$ cat src/hw/rtl/skf_pkg.sv
// scalar kalman filter package: widths, constants, register indexes,
// controller state type and the command and status structs
// used by skf_ctrl, skf_datapath and scalar_kalman_filter_core
package skf_pkg;

   // widths of the fixed fields
   localparam int DATA_WIDTH_DEFAULT = 32;
   localparam int FIELD_WIDTH        = 32;
   localparam int CFG_WIDTH          = 32;
   localparam int GAIN_WIDTH         = 17;
   localparam int FRAC_BITS          = 16;
   localparam int DIV_STEPS          = 16;
   localparam int CNT_WIDTH          = $clog2(DIV_STEPS);
   localparam int CSR_INDEX_WIDTH    = 2;

   // fixed point constants
   localparam logic [GAIN_WIDTH-1:0] GAIN_ONE   = 17'h10000;
   localparam logic [FRAC_BITS-1:0]  ROUND_HALF = 16'h8000;
   localparam logic [CFG_WIDTH-1:0]  NOISE_RESET = 32'h0001_0000;

   // configuration register indexes
   localparam logic [CSR_INDEX_WIDTH-1:0] CSR_PROCESS_NOISE     = 2'd0;
   localparam logic [CSR_INDEX_WIDTH-1:0] CSR_MEASUREMENT_NOISE = 2'd1;

   // controller states
   typedef enum logic [2:0] {
      ST_IDLE,
      ST_PREP,
      ST_DIV,
      ST_EST_LO,
      ST_EST_HI,
      ST_COV_LO,
      ST_COV_HI,
      ST_DONE
   } state_type;

   // commands from controller to datapath
   typedef struct packed {
      logic load;      // take the item, form predicted covariance
      logic prep;      // form divisor and innovation, seed the divider
      logic div_step;  // one restoring division step
      logic mul_en;    // one pass of the shared multiplier
      logic mul_hi;    // upper half of the operand, else lower half
      logic mul_cov;   // covariance product, else estimate product
      logic commit;    // update state and load the output register
   } cmd_type;

   // status from datapath to controller
   typedef struct packed {
      logic gain_one;  // gain is exactly 1.0, no division needed
      logic out_free;  // output register can take a new item
   } status_type;

endpackage

$ cat src/hw/rtl/skf_ctrl.sv
// scalar kalman filter controller: sequences predict, divide,
// multiply and commit for each item; uses skf_pkg
module skf_ctrl (
   input  logic                 clock,
   input  logic                 reset,
   input  logic                 req_valid,
   output logic                 req_stall,
   input  skf_pkg::status_type  status,
   output skf_pkg::cmd_type     cmd
);
   import skf_pkg::*;

   state_type              state_ff;
   state_type              state_in;
   logic [CNT_WIDTH-1:0]   cnt_ff;
   logic [CNT_WIDTH-1:0]   cnt_in;

   // state and step counter
   always_ff @(posedge clock) begin
      if (reset) begin
         state_ff <= ST_IDLE;
         cnt_ff   <= '0;
      end else begin
         state_ff <= state_in;
         cnt_ff   <= cnt_in;
      end
   end

   // next state and commands
   always_comb begin
      state_in  = state_ff;
      cnt_in    = cnt_ff;
      cmd       = '0;
      req_stall = 1'b1;
      case (state_ff)
         ST_IDLE: begin
            req_stall = 1'b0;
            if (req_valid) begin
               cmd.load = 1'b1;
               state_in = ST_PREP;
            end
         end
         ST_PREP: begin
            cmd.prep = 1'b1;
            cnt_in   = '0;
            state_in = status.gain_one ? ST_EST_LO : ST_DIV;
         end
         ST_DIV: begin
            cmd.div_step = 1'b1;
            cnt_in       = CNT_WIDTH'(cnt_ff + 1'b1);
            if (cnt_ff == CNT_WIDTH'(DIV_STEPS - 1)) begin
               state_in = ST_EST_LO;
            end
         end
         ST_EST_LO: begin
            cmd.mul_en = 1'b1;
            state_in   = ST_EST_HI;
         end
         ST_EST_HI: begin
            cmd.mul_en = 1'b1;
            cmd.mul_hi = 1'b1;
            state_in   = ST_COV_LO;
         end
         ST_COV_LO: begin
            cmd.mul_en  = 1'b1;
            cmd.mul_cov = 1'b1;
            state_in    = ST_COV_HI;
         end
         ST_COV_HI: begin
            cmd.mul_en  = 1'b1;
            cmd.mul_hi  = 1'b1;
            cmd.mul_cov = 1'b1;
            state_in    = ST_DONE;
         end
         ST_DONE: begin
            if (status.out_free) begin
               cmd.commit = 1'b1;
               state_in   = ST_IDLE;
            end
         end
         default: begin
            state_in = ST_IDLE;
         end
      endcase
   end

endmodule

$ cat src/hw/rtl/skf_datapath.sv
// scalar kalman filter datapath: noise registers, filter state,
// restoring gain divider, shared multiplier and output register; uses skf_pkg
module skf_datapath #(
   parameter int DATA_WIDTH = skf_pkg::DATA_WIDTH_DEFAULT
) (
   input  logic                                 clock,
   input  logic                                 reset,
   input  skf_pkg::cmd_type                     cmd,
   output skf_pkg::status_type                  status,
   input  logic                                 csr_write,
   input  logic [skf_pkg::CSR_INDEX_WIDTH-1:0]  csr_index,
   input  logic [skf_pkg::CFG_WIDTH-1:0]        csr_data,
   input  logic signed [skf_pkg::FIELD_WIDTH-1:0] req_measurement,
   output logic                                 rsp_valid,
   input  logic                                 rsp_stall,
   output logic signed [skf_pkg::FIELD_WIDTH-1:0] rsp_estimate,
   output logic [skf_pkg::GAIN_WIDTH-1:0]       rsp_gain
);
   import skf_pkg::*;

   localparam int W    = DATA_WIDTH;
   localparam int ZW   = (W > FIELD_WIDTH) ? W : FIELD_WIDTH;
   localparam int SW   = ZW + 1;
   localparam int RW   = SW + 1;
   localparam int MAGW = W + 1;
   localparam int HIW  = MAGW - FRAC_BITS;
   localparam int MW   = (HIW > FRAC_BITS) ? HIW : FRAC_BITS;
   localparam int PW   = MW + GAIN_WIDTH;
   localparam int EW   = W + 2;

   localparam logic [ZW-1:0] EMAX_Z = {{(ZW - W + 1){1'b0}}, {(W - 1){1'b1}}};
   localparam logic [ZW-1:0] EMIN_Z = ~EMAX_Z;
   localparam logic [EW-1:0] EMAX_E = {3'b000, {(W - 1){1'b1}}};
   localparam logic [EW-1:0] EMIN_E = ~EMAX_E;

   // registers
   logic [CFG_WIDTH-1:0]   q_ff, q_in, r_ff, r_in;
   logic [W-1:0]           est_ff, est_in, cov_ff, cov_in;
   logic [W-1:0]           z_ff, z_in, pm_ff, pm_in;
   logic [SW-1:0]          div_ff, div_in;
   logic [RW-1:0]          rem_ff, rem_in;
   logic [GAIN_WIDTH-1:0]  gain_ff, gain_in;
   logic [MAGW-1:0]        mag_ff, mag_in, delta_ff, delta_in;
   logic                   neg_ff, neg_in;
   logic [GAIN_WIDTH-1:0]  acc_ff, acc_in;
   logic [W-1:0]           covn_ff, covn_in;
   logic                   out_valid_ff, out_valid_in;
   logic [FIELD_WIDTH-1:0] out_est_ff, out_est_in;
   logic [GAIN_WIDTH-1:0]  out_gain_ff, out_gain_in;

   // combinational helpers
   logic [ZW-1:0]          meas_ext, z_sat;
   logic [SW-1:0]          pm_sum;
   logic [W-1:0]           pm_sat;
   logic [MAGW-1:0]        innov;
   logic [RW-1:0]          rem_shift;
   logic [MAGW-1:0]        mul_src;
   logic [MW-1:0]          mul_a;
   logic [GAIN_WIDTH-1:0]  mul_b;
   logic [PW-1:0]          prod, prod_round, prod_sum;
   logic [EW-1:0]          est_sum, delta_ext;
   logic [W-1:0]           est_next;
   logic [ZW-1:0]          est_wide;

   // measurement clamped to the estimate range
   always_comb begin
      meas_ext = ZW'(req_measurement);
      if ($signed(meas_ext) > $signed(EMAX_Z)) begin
         z_sat = EMAX_Z;
      end else if ($signed(meas_ext) < $signed(EMIN_Z)) begin
         z_sat = EMIN_Z;
      end else begin
         z_sat = meas_ext;
      end
   end

   // predicted covariance, saturating
   always_comb begin
      pm_sum = SW'(cov_ff) + SW'(q_ff);
      pm_sat = (|pm_sum[SW-1:W]) ? '1 : pm_sum[W-1:0];
   end

   // innovation and restoring divider step
   always_comb begin
      innov     = {z_ff[W-1], z_ff} - {est_ff[W-1], est_ff};
      rem_shift = {rem_ff[RW-2:0], 1'b0};
   end

   // shared multiplier, operand split into low and high halves
   always_comb begin
      mul_src    = cmd.mul_cov ? MAGW'(pm_ff) : mag_ff;
      mul_a      = cmd.mul_hi ? MW'(mul_src[MAGW-1:FRAC_BITS])
                              : MW'(mul_src[FRAC_BITS-1:0]);
      mul_b      = cmd.mul_cov ? (GAIN_ONE - gain_ff) : gain_ff;
      prod       = PW'(mul_a) * PW'(mul_b);
      prod_round = prod + PW'(ROUND_HALF);
      prod_sum   = prod + PW'(acc_ff);
   end

   // new estimate, saturated to the signed state range
   always_comb begin
      delta_ext = neg_ff ? (EW'(0) - EW'(delta_ff)) : EW'(delta_ff);
      est_sum   = EW'($signed(est_ff)) + delta_ext;
      if ($signed(est_sum) > $signed(EMAX_E)) begin
         est_next = EMAX_E[W-1:0];
      end else if ($signed(est_sum) < $signed(EMIN_E)) begin
         est_next = EMIN_E[W-1:0];
      end else begin
         est_next = est_sum[W-1:0];
      end
      est_wide = ZW'($signed(est_next));
   end

   // next values
   always_comb begin
      q_in        = q_ff;
      r_in        = r_ff;
      est_in      = est_ff;
      cov_in      = cov_ff;
      z_in        = z_ff;
      pm_in       = pm_ff;
      div_in      = div_ff;
      rem_in      = rem_ff;
      gain_in     = gain_ff;
      mag_in      = mag_ff;
      neg_in      = neg_ff;
      acc_in      = acc_ff;
      delta_in    = delta_ff;
      covn_in     = covn_ff;
      out_est_in  = out_est_ff;
      out_gain_in = out_gain_ff;

      // configuration writes, unknown indexes ignored
      if (csr_write) begin
         case (csr_index)
            CSR_PROCESS_NOISE:     q_in = csr_data;
            CSR_MEASUREMENT_NOISE: r_in = csr_data;
            default: ;
         endcase
      end

      if (cmd.load) begin
         z_in  = z_sat[W-1:0];
         pm_in = pm_sat;
      end

      if (cmd.prep) begin
         div_in  = SW'(pm_ff) + SW'(r_ff);
         rem_in  = RW'(pm_ff);
         gain_in = status.gain_one ? GAIN_ONE : '0;
         neg_in  = innov[MAGW-1];
         mag_in  = innov[MAGW-1] ? (MAGW'(0) - innov) : innov;
      end

      if (cmd.div_step) begin
         if (rem_shift >= RW'(div_ff)) begin
            rem_in  = rem_shift - RW'(div_ff);
            gain_in = {gain_ff[GAIN_WIDTH-2:0], 1'b1};
         end else begin
            rem_in  = rem_shift;
            gain_in = {gain_ff[GAIN_WIDTH-2:0], 1'b0};
         end
      end

      if (cmd.mul_en) begin
         if (!cmd.mul_hi) begin
            acc_in = prod_round[FRAC_BITS +: GAIN_WIDTH];
         end else if (cmd.mul_cov) begin
            covn_in = prod_sum[W-1:0];
         end else begin
            delta_in = prod_sum[MAGW-1:0];
         end
      end

      if (cmd.commit) begin
         est_in      = est_next;
         cov_in      = covn_ff;
         out_est_in  = est_wide[FIELD_WIDTH-1:0];
         out_gain_in = gain_ff;
      end

      // output register handshake
      if (cmd.commit) begin
         out_valid_in = 1'b1;
      end else if (!rsp_stall) begin
         out_valid_in = 1'b0;
      end else begin
         out_valid_in = out_valid_ff;
      end
   end

   // state and output valid cleared, noise registers set to NOISE_RESET at reset
   always_ff @(posedge clock) begin
      if (reset) begin
         q_ff         <= NOISE_RESET;
         r_ff         <= NOISE_RESET;
         est_ff       <= '0;
         cov_ff       <= '0;
         out_valid_ff <= 1'b0;
      end else begin
         q_ff         <= q_in;
         r_ff         <= r_in;
         est_ff       <= est_in;
         cov_ff       <= cov_in;
         out_valid_ff <= out_valid_in;
      end
   end

   // working registers
   always_ff @(posedge clock) begin
      z_ff        <= z_in;
      pm_ff       <= pm_in;
      div_ff      <= div_in;
      rem_ff      <= rem_in;
      gain_ff     <= gain_in;
      mag_ff      <= mag_in;
      neg_ff      <= neg_in;
      acc_ff      <= acc_in;
      delta_ff    <= delta_in;
      covn_ff     <= covn_in;
      out_est_ff  <= out_est_in;
      out_gain_ff <= out_gain_in;
   end

   // zero measurement noise makes the divisor equal the dividend,
   // and a zero divisor needs it too: both give a gain of 1.0
   assign status.gain_one = (r_ff == '0);
   assign status.out_free = !out_valid_ff || !rsp_stall;

   assign rsp_valid    = out_valid_ff;
   assign rsp_estimate = out_est_ff;
   assign rsp_gain     = out_gain_ff;

endmodule

$ cat src/hw/rtl/scalar_kalman_filter_core.sv
// Scalar Kalman filter core (A = H = 1): one estimate per measurement item,
// Q16.16 data, Q1.16 gain. For each item the covariance is predicted on
// acceptance, then the divisor and innovation are formed, then sixteen steps
// of the restoring gain divider and four passes of the shared multiplier (low
// and high halves of the estimate and covariance products) run, then a commit.
// With zero measurement noise the divider is skipped. The input is taken
// again in the cycle after the commit, so a new item can enter while the
// previous result still waits in the output register; the commit waits only
// if that register is still full and stalled. Configuration writes are always
// ready and must be made while no item is in flight.
module scalar_kalman_filter_core #(
   parameter int DATA_WIDTH = skf_pkg::DATA_WIDTH_DEFAULT
) (
   input  logic                                   clock,
   input  logic                                   reset,
   input  logic                                   req_valid,
   output logic                                   req_stall,
   input  logic signed [skf_pkg::FIELD_WIDTH-1:0] req_measurement,
   output logic                                   rsp_valid,
   input  logic                                   rsp_stall,
   output logic signed [skf_pkg::FIELD_WIDTH-1:0] rsp_estimate,
   output logic [skf_pkg::GAIN_WIDTH-1:0]         rsp_gain,
   input  logic                                   csr_valid,
   output logic                                   csr_ready,
   input  logic [skf_pkg::CSR_INDEX_WIDTH-1:0]    csr_index,
   input  logic [skf_pkg::CFG_WIDTH-1:0]          csr_data
);
   import skf_pkg::*;

   cmd_type    cmd;
   status_type status;

   assign csr_ready = 1'b1;

   // sequencer
   skf_ctrl u_ctrl (
      .clock     (clock),
      .reset     (reset),
      .req_valid (req_valid),
      .req_stall (req_stall),
      .status    (status),
      .cmd       (cmd)
   );

   // arithmetic and state
   skf_datapath #(
      .DATA_WIDTH (DATA_WIDTH)
   ) u_datapath (
      .clock           (clock),
      .reset           (reset),
      .cmd             (cmd),
      .status          (status),
      .csr_write       (csr_valid && csr_ready),
      .csr_index       (csr_index),
      .csr_data        (csr_data),
      .req_measurement (req_measurement),
      .rsp_valid       (rsp_valid),
      .rsp_stall       (rsp_stall),
      .rsp_estimate    (rsp_estimate),
      .rsp_gain        (rsp_gain)
   );

   // an accepted item blocks the input until it is committed
   a_busy_after_accept: assert property (@(posedge clock) disable iff (reset)
      req_valid && !req_stall |=> req_stall)
      else $error("input taken again straight after an item");

   // the gain never exceeds 1.0
   a_gain_range: assert property (@(posedge clock) disable iff (reset)
      rsp_valid |-> rsp_gain <= GAIN_ONE)
      else $error("gain above 1.0");

   // a new result only appears from a commit, while the input is blocked
   a_result_from_commit: assert property (@(posedge clock) disable iff (reset)
      $rose(rsp_valid) |-> $past(req_stall))
      else $error("result appeared without an item in flight");

endmodule

$ cat config.mk
export PLATFORM = sky130hd
export DESIGN_NAME = scalar_kalman_filter_core
export DESIGN_NICKNAME = d
export VERILOG_FILES = /design/src/hw/rtl/skf_pkg.sv /design/src/hw/rtl/skf_ctrl.sv /design/src/hw/rtl/skf_datapath.sv /design/src/hw/rtl/scalar_kalman_filter_core.sv
export SDC_FILE = /design/constraint.sdc
export NUM_CORES = 2
export LEC_CHECK = 0
export ABC_AREA = 1
export BUFFER_PORTS_ARGS = -buffer_cell sky130_fd_sc_hd__buf_4
export CORE_MARGIN = 2
export CORE_UTILIZATION = 50
export CTS_CLUSTER_DIAMETER = 50
export DETAILED_ROUTE_END_ITERATION = 8
export PLACE_DENSITY = 0.75
export SETUP_SLACK_MARGIN = 0.02
export SLEW_MARGIN = 20
export SYNTH_ARGS = -nofsm -noshare
export SYNTH_HDL_FRONTEND = slang
export SYNTH_SLANG_ARGS = --single-unit
$ cat constraint.sdc
create_clock -name clock -period 22.6 [get_ports clock]
set_input_delay 4.52 -clock clock [delete_from_list [all_inputs] [get_ports clock]]
set_output_delay 4.52 -clock clock [all_outputs]
set_load 0.01 [all_outputs]
==> key figures <==
Clock network
  – Total setup buffers inserted after CTS: 0
  – Cts repair resizes: 0
  – Clk buf depth: 3
  – Clock root buffer: clkbuf_16
  – Latest clock arrival within the worst-skew pair: 0.63 ns
  – CTS clk-pin slew, worst paths: 0.06 ns
  – Clk sink count: around 450
  – CTS hold repair buffers: 0
  – CTS buffer count: 69
  – H-tree lvl count: 3
  – TritonCTS clock tree: done

Floorplan
  – Core area: 77600 um2
  – Die Area: 80900 um2
  – Die Span X: roughly 280 um
  – Initial core utilization: 0.507
  – Io pins: around 120
  – Die Y: 284 um
  – Cell row count: 102

Routing
  – Detailed-route vias per instance: 5.50
  – # DRC: 0
  – TritonRoute pass-1 iters: 6
  – Via count: 34471
  – Initial DRC count: 3067
  – Final ANT Viol Nets: 0
  – Detail-routed net length per standard cell: 19.6 um
  – Post-Route WL: 123000 um

Min path
  – Hold endpoint: u_ctrl.cnt_ff[1]
  – Hold Path Depth: 2
  – HP Class: flip-flop to flip-flop
  – Hold_sp: u_ctrl.cnt_ff[1]

Run
  – Max cap viols: 0

GRT
  – Vias in the first global route: 33787
  – Gr ovfl total: 0
  – First-pass GRT wire length: 192000 um
  – Initial antenna violation count: 2
  – Pin count of the biggest net entering global routing: 102
  – Global-route usage over all layers: 0.304

Place
  – HPWL after DPL: 98700 um
  – RD Place Congestion: 0.996
  – Port Buf Inserts: ~120

Timing
  – Max-slew headroom: 0.249
  – Final setup violating endpoints: 0
  – TNS Setup: 0 ns
  – Fmax: 0.0996 GHz
  – Post-layout min period: ~10 ns
  – Hold Vio Cnt, Final: 0
  – Final-report max-slew violation count: 0
  – Skew final: 0.0396 ns
  – RSZ-0062 raised after global routing: no
  – Fin crit share: 0.444
  – Worst Max-Slew Pin Slew: 1.12 ns

Synth
  – Syn Inst Count: just over 5000
  – Ys Warns: 0
  – Post-synth EDFFs: about 310
  – Fraction of registers with async set/reset: 0
  – Synth unique cells: 65
  – Synth Register Bits: around 450
  – Syn Area/Cell: 7.71 um2
  – Primary FF master, synth: edfxtp_1
  – Sequential share of the synthesized area: 0.308
  – Synthesized area: between 30000 and 40000 um2
  – Mapped Nets: roughly 5700

Outcome
  – Outcome: finished clean

Finish
  – # diodes: 0
  – Area Growth Syn to Fin: 11.0%
  – Layout cells sized above 1: 0.0792
  – Final Net Count: 5765

Critical path
  – Reg2reg start: u_ctrl.state_ff[0]
  – Startpoint type of the worst setup path: flip-flop
  – Worst Reg2Reg Path Length in Cells: 37
  – Kind of critical path: flip-flop to flip-flop
  – Reg2reg end: u_datapath.covn_ff[31]
  – Crit-path max FO: 34
  – Worst Path Required: around 23 ns
  – Worst path slowest cell: a31oi_1
  – Setup slack, reg-to-reg: 12.56 ns
  – Max incr delay on CP: 0.83 ns
  – CP arrival: 10.42 ns
  – Worst setup EP type: flip-flop
-- logic make-up after synthesis --
| kind of cell | count (synthesis) | synth area share |
|---|---|---|
| compound gates | 702 | 0.102 |
| xor+xnor | 225 | 0.0511 |
| fa+ha+maj | 521 | 0.210 |
| buf+inv | 1005 | 0.0980 |
| flops | 448 | 0.308 |
| other cells | 1 | 0.0000954 |
| simple gates | 2193 | 0.232 |
-- flip-flops by register name, indices dropped and copies added, names as in the netlist, 4 cells and up --
name,count
u_datapath.rsp_estimate,32
u_datapath.est_ff,32
u_ctrl.cnt_ff,4
u_datapath.rsp_gain,17
u_datapath.q_ff,32
u_datapath.r_ff,32
u_datapath.delta_ff,33
u_datapath.rem_ff,33
u_datapath.cov_ff,32
u_datapath.div_ff,33
u_datapath.z_ff,32
u_datapath.mag_ff,33
u_datapath.pm_ff,32
u_datapath.acc_ff,17
u_datapath.gain_ff,17
u_datapath.covn_ff,32
-- cell type report --
| cell class | count | area (um2) |
|---|---|---|
| well taps | 1040 | 1300 |
| clock buffers | 84 | 1870 |
| flip-flops and latches | 448 | 12100 |
| repair buffers | 147 | 1140 |
| inverters | 865 | 3250 |
| clock inverters | 41 | 543 |
| multi-input cells | 3642 | 23400 |
| fillers | 7251 | 34000 |
-- cells in the final DEF, fill, tap and decap left out, types with 56 or more instances in the layout --
master	instances
edfxtp_1	312
buf_4	145
a21oi_1	271
ha_1	292
inv_1	835
nand4_1	56
xnor2_1	65
nand2_1	1132
clkbuf_16	72
xor2_1	154
nor2_1	620
fa_1	229
dfxtp_1	136
nand3_1	203
o21ai_0	236
-- per-layer routing --
metal,global-route usage,share of wire
met1,0.403,0.42
met2,0.495,0.46
met3,0.0535,0.079
met4,0.116,0.040
met5,0,0.00011
-- critical path, delay by kind of cell (launching register included) --
| kind | cells | cell delay (ns) |
|---|---|---|
| compound gates | 7 | 2.06 |
| buf+inv | 9 | 1.70 |
| simple gates | 11 | 1.81 |
| flops | 1 | 0.37 |
| xor+xnor | 1 | 0.23 |
| fa+ha+maj | 9 | 3.63 |
-- stage by stage --
stage / hold WS [ns] / area, um2 / util / worst slack (ns) / std cells
final: 0.486 / 43600 / 0.562 / 12.56 / 6267
after global routing: 0.489 / 43600 / 0.562 / 11.96 / 6267
after floorplan: 0.443 / 39300 / - / 13.62 / 5095
after global placement: 0.462 / 41100 / 0.530 / 12.72 / 6140
after CTS: 0.485 / 43600 / 0.561 / 12.46 / 6265
after detailed placement: 0.465 / 41200 / 0.530 / 12.51 / 6140
-- worst max path at each step --
stage	from	endpoint	slack [ns]	cells past startpoint
after floorplan	u_ctrl.state_ff[0]	u_datapath.covn_ff[31]	13.62	38
after global placement	u_ctrl.state_ff[0]	u_datapath.covn_ff[31]	12.72	38
after detailed placement	u_ctrl.state_ff[0]	u_datapath.covn_ff[31]	12.51	38
after CTS	u_ctrl.state_ff[0]	u_datapath.covn_ff[31]	12.46	38
after global routing	u_ctrl.state_ff[0]	u_datapath.covn_ff[31]	11.96	37
final	u_ctrl.state_ff[0]	u_datapath.covn_ff[31]	12.56	37
-- synthesized netlist by cell type (6+ instances only) --
| master | n | share of area |
|---|---|---|
| a31oi_1 | 32 | 0.0051 |
| o21bai_1 | 16 | 0.0031 |
| fa_1 | 229 | 0.12 |
| nor3_1 | 50 | 0.0064 |
| o22ai_1 | 15 | 0.0024 |
| o21a_1 | 15 | 0.0029 |
| nand2_2 | 23 | 0.0037 |
| xor2_1 | 155 | 0.035 |
| dfxtp_1 | 136 | 0.069 |
| nor4_1 | 22 | 0.0035 |
| o21ai_2 | 8 | 0.0018 |
| nor2_4 | 7 | 0.0020 |
| xnor2_1 | 65 | 0.014 |
| buf_2 | 23 | 0.0029 |
| a211oi_1 | 6 | 0.0011 |
| edfxtp_1 | 312 | 0.24 |
| buf_1 | 6 | 0.00057 |
| a21o_1 | 12 | 0.0023 |
| inv_2 | 22 | 0.0021 |
| o21ai_1 | 23 | 0.0029 |
| o21ai_0 | 236 | 0.030 |
| o211ai_1 | 23 | 0.0044 |
| nand4_1 | 56 | 0.0089 |
| or2_2 | 22 | 0.0035 |
| ha_1 | 292 | 0.093 |
| nand3_1 | 203 | 0.026 |
| nor2_1 | 624 | 0.060 |
| nor2_2 | 22 | 0.0035 |
| clkbuf_1 | 98 | 0.0094 |
| nand2_1 | 1133 | 0.11 |
| inv_1 | 839 | 0.080 |
| nand3_2 | 7 | 0.0018 |
| nand3b_1 | 8 | 0.0015 |
| a21oi_1 | 271 | 0.035 |
| buf_4 | 13 | 0.0025 |
Power is left out: the tool's default activity adds up to more than one toggle a clock period on the data nets, which glitch-free logic cannot reach.
